===== config.mk =====
export PLATFORM = sky130hd
export DESIGN_NAME = gdbw_front_flat
export DESIGN_NICKNAME = d
export VERILOG_FILES = /design/src/hw/rtl/gdbw_pkg.sv /design/src/hw/rtl/gdbw_if.sv /design/src/hw/rtl/gdbw_front.sv /design/src/flat_wrapper.sv
export SDC_FILE = /design/constraint.sdc
export NUM_CORES = 1
export LEC_CHECK = 0
export BUFFER_PORTS_ARGS = -buffer_cell sky130_fd_sc_hd__clkbuf_2
export CORE_MARGIN = 1.5
export CORE_UTILIZATION = 45
export DETAILED_ROUTE_END_ITERATION = 16
export GPL_TIMING_DRIVEN = 0
export PLACE_DENSITY = 0.73
export RECOVER_POWER = 100
export SLEW_MARGIN = 20
export SYNTH_ARGS = -nofsm -noshare
export SYNTH_HDL_FRONTEND = slang
export SYNTH_SLANG_ARGS = --single-unit

===== constraint.sdc =====
create_clock -name clk -period 2.1 [get_ports clk]
set_input_delay 0.105 -clock clk [delete_from_list [all_inputs] [get_ports clk]]
set_output_delay 0.105 -clock clk [all_outputs]
set_load 0.005 [all_outputs]

===== src/hw/rtl/gdbw_pkg.sv =====
// ----------------------------------------------------------------------------
// gdbw_pkg: graph walker shared types
// Item codes, command word, engine states and the lowest-set-bit encoder.
// ----------------------------------------------------------------------------
package gdbw_pkg;

  localparam int VTX_W     = 6;
  localparam int ACT_W     = 2;
  localparam int MAX_NODES = 64;

  localparam logic [ACT_W-1:0] ACT_ADD = 2'd0;
  localparam logic [ACT_W-1:0] ACT_DFS = 2'd1;
  localparam logic [ACT_W-1:0] ACT_BFS = 2'd2;

  typedef enum logic [1:0] {
    OP_ADD,
    OP_DFS,
    OP_BFS
  } op_t;

  typedef struct packed {
    op_t              op;
    logic [VTX_W-1:0] va;
    logic [VTX_W-1:0] vb;
  } cmd_t;

  typedef enum logic [3:0] {
    S_IDLE,
    S_ADD_WA,
    S_ADD_WB,
    S_D_RD,
    S_D_EVAL,
    S_D_POP,
    S_D_TOP,
    S_B_DEQ,
    S_B_DQ2,
    S_B_SCAN,
    S_B_ENQ,
    S_FLUSH
  } eng_state_t;

  function automatic logic [VTX_W-1:0] lowest_bit(input logic [MAX_NODES-1:0] x);
    logic [VTX_W-1:0] r;
    r = '0;
    for (int i = MAX_NODES - 1; i >= 0; i--) begin
      if (x[i]) r = VTX_W'(i);
    end
    return r;
  endfunction

endpackage


===== src/hw/rtl/gdbw_if.sv =====
// ----------------------------------------------------------------------------
// gdbw_if: graph walker channels
// Item channel and result channel, valid/ready with payload.
// ----------------------------------------------------------------------------
interface gdbw_in_if;
  logic                            valid;
  logic                            ready;
  logic [gdbw_pkg::ACT_W-1:0]      action;
  logic [gdbw_pkg::VTX_W-1:0]      vertex_a;
  logic [gdbw_pkg::VTX_W-1:0]      vertex_b;

  modport source (output valid, action, vertex_a, vertex_b, input ready);
  modport sink   (input valid, action, vertex_a, vertex_b, output ready);
endinterface



===== src/hw/rtl/gdbw_front.sv =====
// ----------------------------------------------------------------------------
// gdbw_front: item intake
// Accepts item words, drops unusable ones and queues commands for the engine.
// ----------------------------------------------------------------------------
module gdbw_front #(
  parameter int NODES = 64
) (
  input  logic           clk,
  input  logic           rst_n,
  gdbw_in_if.sink        in_ch,
  output gdbw_pkg::cmd_t cmd,
  output logic           cmd_vld,
  input  logic           cmd_rdy
);
  import gdbw_pkg::*;

  cmd_t       q_r [2];
  logic       wp_r;
  logic       rp_r;
  logic [1:0] cnt_r;
  logic       a_ok;
  logic       b_ok;
  logic       keep;
  cmd_t       c_in;
  logic       push;
  logic       pop;

  always_comb begin
    a_ok    = {1'b0, in_ch.vertex_a} < (VTX_W + 1)'(NODES);
    b_ok    = {1'b0, in_ch.vertex_b} < (VTX_W + 1)'(NODES);
    c_in.va = in_ch.vertex_a;
    c_in.vb = in_ch.vertex_b;
    case (in_ch.action)
      ACT_ADD: begin
        keep    = a_ok && b_ok;
        c_in.op = OP_ADD;
      end
      ACT_DFS: begin
        keep    = a_ok;
        c_in.op = OP_DFS;
      end
      ACT_BFS: begin
        keep    = a_ok;
        c_in.op = OP_BFS;
      end
      default: begin
        keep    = 1'b0;
        c_in.op = OP_ADD;
      end
    endcase
  end

  assign in_ch.ready = (cnt_r != 2'd2);
  assign push        = in_ch.valid && in_ch.ready && keep;
  assign cmd_vld     = (cnt_r != 2'd0);
  assign cmd         = q_r[rp_r];
  assign pop         = cmd_vld && cmd_rdy;

  always_ff @(posedge clk) begin
    if (push) q_r[wp_r] <= c_in;
  end

  always_ff @(posedge clk) begin
    if (!rst_n) begin
      wp_r  <= 1'b0;
      rp_r  <= 1'b0;
      cnt_r <= 2'd0;
    end else begin
      if (push) wp_r <= ~wp_r;
      if (pop)  rp_r <= ~rp_r;
      cnt_r <= cnt_r + 2'(push) - 2'(pop);
    end
  end

endmodule


===== src/flat_wrapper.sv =====
// flat-port wrapper written by rule: the top's interface ports become plain ports
module gdbw_front_flat import gdbw_pkg::*;
#(
  parameter int NODES = 64
)
  (clk, rst_n, cmd, cmd_vld, cmd_rdy, in_ch_valid, in_ch_action, in_ch_vertex_a, in_ch_vertex_b, in_ch_ready);
  gdbw_in_if in_ch_i ();
  input  logic clk;
  input  logic rst_n;
  output gdbw_pkg::cmd_t cmd;
  output logic cmd_vld;
  input  logic cmd_rdy;
  input wire logic [$bits(in_ch_i.valid)-1:0] in_ch_valid;
  input wire logic [$bits(in_ch_i.action)-1:0] in_ch_action;
  input wire logic [$bits(in_ch_i.vertex_a)-1:0] in_ch_vertex_a;
  input wire logic [$bits(in_ch_i.vertex_b)-1:0] in_ch_vertex_b;
  output wire logic [$bits(in_ch_i.ready)-1:0] in_ch_ready;
  assign in_ch_i.valid = in_ch_valid;
  assign in_ch_i.action = in_ch_action;
  assign in_ch_i.vertex_a = in_ch_vertex_a;
  assign in_ch_i.vertex_b = in_ch_vertex_b;
  assign in_ch_ready = in_ch_i.ready;
  gdbw_front #(.NODES(NODES)) u_core (.clk(clk), .rst_n(rst_n), .in_ch(in_ch_i), .cmd(cmd), .cmd_vld(cmd_vld), .cmd_rdy(cmd_rdy));
endmodule

## Word-level counts from Yosys, hierarchy flattened

Memories as Yosys holds them, arrays and structs flattened. A register that Yosys moved wholly into a read port is not among the register bits.
Index checks and enable logic that the tools add are counted.

- Register bits: 4
- Bits in latches: 0
- RAM bits: 28
- ROM bits: 0
- Input bits: 18
- Output and inout port bits: 16
- Logic and storage cells: 23
- Memories: 1

Memory list:

| name | words | width | rd ports | clocked after memory_dff | wr ports | RTL line | RTL |
|---|---|---|---|---|---|---|---|
| u_core.q_r | 2 | 14 | 1 | 1 | 1 | gdbw_front.sv:17 | `cmd_t q_r [2];` |

- $add $sub $neg: 2
- Multiply operators: 0
- Div/mod/pow operators: 0
- $lt $le $gt $ge: 0
- Equal/unequal tests: 3
- Shift operators: 0
- Multiplexer cells: 6
- Bitwise gates (word level): 2
- Reductions and logical operators: 6

Operators by type and width:

| operator | count |
|---|---|
| $mux W1 | 5 |
| $pmux W2 S2 | 1 |
| $logic_and A1 B1 Y1 | 3 |
| $reduce_or A3 Y1 | 1 |
| $add A2 B1 Y2 | 1 |
| $eq A2 B1 Y1 const B | 1 |
| $eq A2 B2 Y1 const B | 1 |
| $logic_not A2 Y1 | 1 |
| $ne A2 B2 Y1 const B | 1 |
| $not A1 Y1 | 2 |
| $reduce_bool A2 Y1 | 1 |
| $sub A2 B1 Y2 | 1 |

## Longest topological paths before layout

- Depth after elaboration: 6
- Depth in mapped cells: 5
- Gate-level depth less buffers: 5

## Least setup slack after synthesis

Ideal clock, no wire load.

- Path type: reg-to-reg
- Start point: register u_core.cnt_r[1]
- End point: memory u_core.q_r[1][0] in the netlist's numbering (enable)
- Setup time: 0.406 ns
- Arrival time: 1.677 ns
- Required time: 1.694 ns
- Path slack: 0.017 ns
- Stages on the path, launching flop included: 4
- Path buffers: 1
- Clock period less this slack: 2.083 ns
- Cells stage by stage: dfxtp_1 nor2b_4 buf_6 nor3b_1

- Longest elaborated chain between the ends: 5

Ends and longest elaborated chain:

| element | RTL line | RTL |
|---|---|---|
| start: declaration | gdbw_front.sv:20 | `logic [1:0] cnt_r;` |
| start signal: assignment | gdbw_front.sv:71 | `cnt_r <= cnt_r + 2'(push) - 2'(pop);` |
| $ne A2 B2 Y1 | gdbw_front.sv:53 | `assign in_ch.ready = (cnt_r != 2'd2);` |
| $logic_and A1 B1 Y1 (2 in series) | gdbw_front.sv:54 | `assign push = in_ch.valid && in_ch.ready && keep;` |
| $mux W1 | gdbw_front.sv:60 | `if (push) q_r[wp_r] <= c_in;` |
| $mux W1 (not written as such) | gdbw_front.sv:60 |  |
| end: declaration | gdbw_front.sv:17 |  |

No other way between the ends.

## Worst setup path after layout

- Start point: register u_core.cnt_r[1]
- End point: memory u_core.q_r[1][10] in the netlist's numbering (enable)

The elaborated chain is that of the path after synthesis.

==> parameters.txt <==
Parameter                              Value

CTS
  Root buffer cell    clkbuf_4
  Clock-pin slew on the worst setup and hold paths    90 ps
  Sinks on Clock Net    33
  Maximum count of clock buffers along a single path    2
  Post-CTS setup repair buffer count    0
  Number of buffers added by the clock tree synthesis step    5
  CTS-repair resized insts    0
  Source-to-sink clock delay at the later pin of the worst-skew pair    320 ps
  Clock tree from TritonCTS    built
  # H-tree levels    2
  CTS Hold Bufs    13

Timing
  Final number of hold-violating endpoints    0
  Post-Route Skew    6.104 ps
  Least-Margin Pin Slew    707.9 ps
  Total count of max-transition violations in the final report    0
  Final-report setup violation count    0
  Shortest period the worst path allows    1827 ps
  Post-route setup slack    272.7 ps
  Highest clock rate    547.2 MHz
  Part of the cycle the worst path needs    87.02%
  Final worst hold slack    119.3 ps
  RSZ-0062 raised after global routing    false
  Max_slew headroom    52.60%

Routing
  Post-DRT Antenna Nets    0
  Avg WL per Cell    13.66 um
  Starting DRT DRC Count    9
  Vias post-DR    769
  Residual DRC count    0
  Detail-routed via count per cell    4.806
  Final routed wirelength across all metal layers    2.185 mm
  DR pass1 iterations    5

Floorplan
  Initial core utilization    46.77%
  I/O Pins    34
  Overall die height    56.31 um
  Die span in x    56.31 um
  Standard-cell row count    19
  Die area    3170 sq um
  Core ar.    2734 sq um

Power and ir drop
  Maximum vdd ir drop    0.7659 mV
  Lkg Pwr    0.6123 nW
  PwrDens    1006 nW/um^2

Global routing
  Wire length of the first global-routing pass    3.325 mm
  Remaining global-route overflow    0
  Pin count of the biggest net entering global routing    11
  Number of antenna violations at the first check in global routing    0
  Total global routing track utilization    15.04%
  Vias in the first global route    780

Final layout
  Net count of the finished layout    147
  Fin util    61.10%
  Area of the multi-input gates    312.8 sq um
  Area added between synthesis and finish    30.63%
  Ant diodes    0
  Post-layout instance count excluding filler cells    160
  Layout fillers    224
  Register Area    940.9 sq um
  Share of post-route cells with drive strength above 1    34.88%

Yosys
  Mapped Cells    73
  #FFs+latches synth    33
  Post-synth net total    92
  Number of distinct library cells after synthesis    18
  Post-synthesis average cell area    17.52 sq um
  Netlist Area Pre-Place    1279 sq um
  Synth warnings    0
  Sequential share of the synthesized area    73.58%

Setup path
  CP arrival    1870 ps
  Critical Path Slowest Stage Cell    nor3b_2
  Critical Path Source    u_core.cnt_r[1]$_SDFF_PN0_
  Critical path endpoint category    flip-flop
  Critical Path, Cell by Cell    nor2b_1 -> clkbuf_1 -> nor3b_2 -> buf_6
  Slowest stage delay, CP    650 ps
  Data required, critical path    2140 ps
  Origin of the critical flop-to-flop path    u_core.cnt_r[1]$_SDFF_PN0_
  Startpoint type of the worst setup path    flip-flop
  Worst-path maximum fanout    8
  Path type of the worst setup path    flip-flop to flip-flop

Hold path
  Hold Path Class    primary input to flip-flop
  Source of the worst hold timing path    in_ch_action[1]

Place
  Cell total after placement    139
  Pre-CTS setup slack    370.0 ps
  HPWL reported at the end of detailed placement    1.429 mm
  GP Congestion    0.6598
  Buffers added on ports    33

Job
  Number of maximum-capacitance violations    0

Status
  Run status    finished clean
-- metrics by stage --
stage | TNS [ps] | area (sq um) | total power (W)
after floorplan | 0 | 1279 | 0.001178
after global placement | -14010 | 1483 | 0.001327
after detailed placement | 0 | 1515 | 0.001360
after CTS | 0 | 1704 | 0.001733
after global routing | 0 | 1670 | 0.001774
final | 0 | 1670 | 0.001681
-- metal layers --
layer,vias to the layer above,GRT usage [%],share of wire (%)
met2,25,25.71,53
met5,-,0,0
li1,384,-,-
met3,4,8.065,5.5
met4,0,8.503,1.9
met1,356,14.17,40
-- path summary, 6_finish.rpt --
check,end,cells past startpoint,slack [ps]
hold reg to reg,u_core.rp_r$_SDFFE_PN0P_,2,530
hold / removal,u_core.q_r[0][12]$_DFFE_PP_,2,120
setup / recovery,u_core.q_r[1][10]$_DFFE_PP_,4,270
setup reg to reg,u_core.q_r[1][10]$_DFFE_PP_,4,270
-- registers in the layout, indices dropped and copies added (netlist names), named ones only --
name / flops
u_core.rp_r: 1
u_core.q_r: 28
u_core.cnt_r: 2
u_core.wp_r: 1
-- cell usage in the layout (no fill, tap or decap), types with 2 or more instances in the layout --
cell,count
inv_1,3
dfxtp_1,5
clkbuf_4,5
xnor2_1,2
buf_6,2
o21a_1,4
nor3_1,3
nor2_1,2
mux2_2,14
edfxtp_1,28
nor2b_1,3
clkbuf_1,17
dlygate4sd3_1,13
clkbuf_2,18
-- critical path: cells and delay by family (launching register included) --
kind	cells	cell delay [ps]
buf+inv	2	410
flops	1	350
simple gates	2	780
-- layout make-up --
| class | count | share of cell area, % |
|---|---|---|
| plain buffers | 2 | 0.5243 |
| inverters | 3 | 0.6742 |
| well taps | 31 | 2.322 |
| flip-flops and latches | 33 | 56.33 |
| multi-input cells | 35 | 18.73 |
| repair buffers | 48 | 17.90 |
| clock buffers | 8 | 3.521 |
-- cells in the mapped netlist (all sizes together) --
| cell | instances | area (sq um) |
|---|---|---|
| inv | 3 | 11.26 |
| xnor2 | 2 | 17.52 |
| nor2b | 3 | 26.27 |
| nor3b | 1 | 7.510 |
| or2 | 1 | 6.260 |
| nor3 | 4 | 20.02 |
| a21bo | 1 | 10.01 |
| nor2 | 2 | 7.510 |
| edfxtp | 28 | 840.8 |
| o21a | 4 | 30.03 |
| o31a | 1 | 8.760 |
| mux2 | 14 | 157.7 |
| nor4 | 1 | 6.260 |
| dfxtp | 5 | 100.1 |
| ha | 1 | 12.51 |
| buf | 2 | 16.26 |
-- report_power, final --
part | switching [W] | internal, W | total [W]
clock network | 0.000193 | 0.000165 | 0.000358
registers | 0.0000418 | 0.000806 | 0.000848
logic | 0.000216 | 0.000259 | 0.000475
-- cells by family after synthesis --
| group | Yosys count | synth area share (%) |
|---|---|---|
| buffers and inverters | 5 | 2.152 |
| adders and majority gates | 1 | 0.9783 |
| muxes | 14 | 12.33 |
| AOI/OAI and AO/OA | 6 | 3.816 |
| DFF | 33 | 73.58 |
| xor gates and xnor gates | 2 | 1.370 |
| and+or+nand+nor | 12 | 5.774 |
No activity file was read; power rests on OpenSTA's default activity.
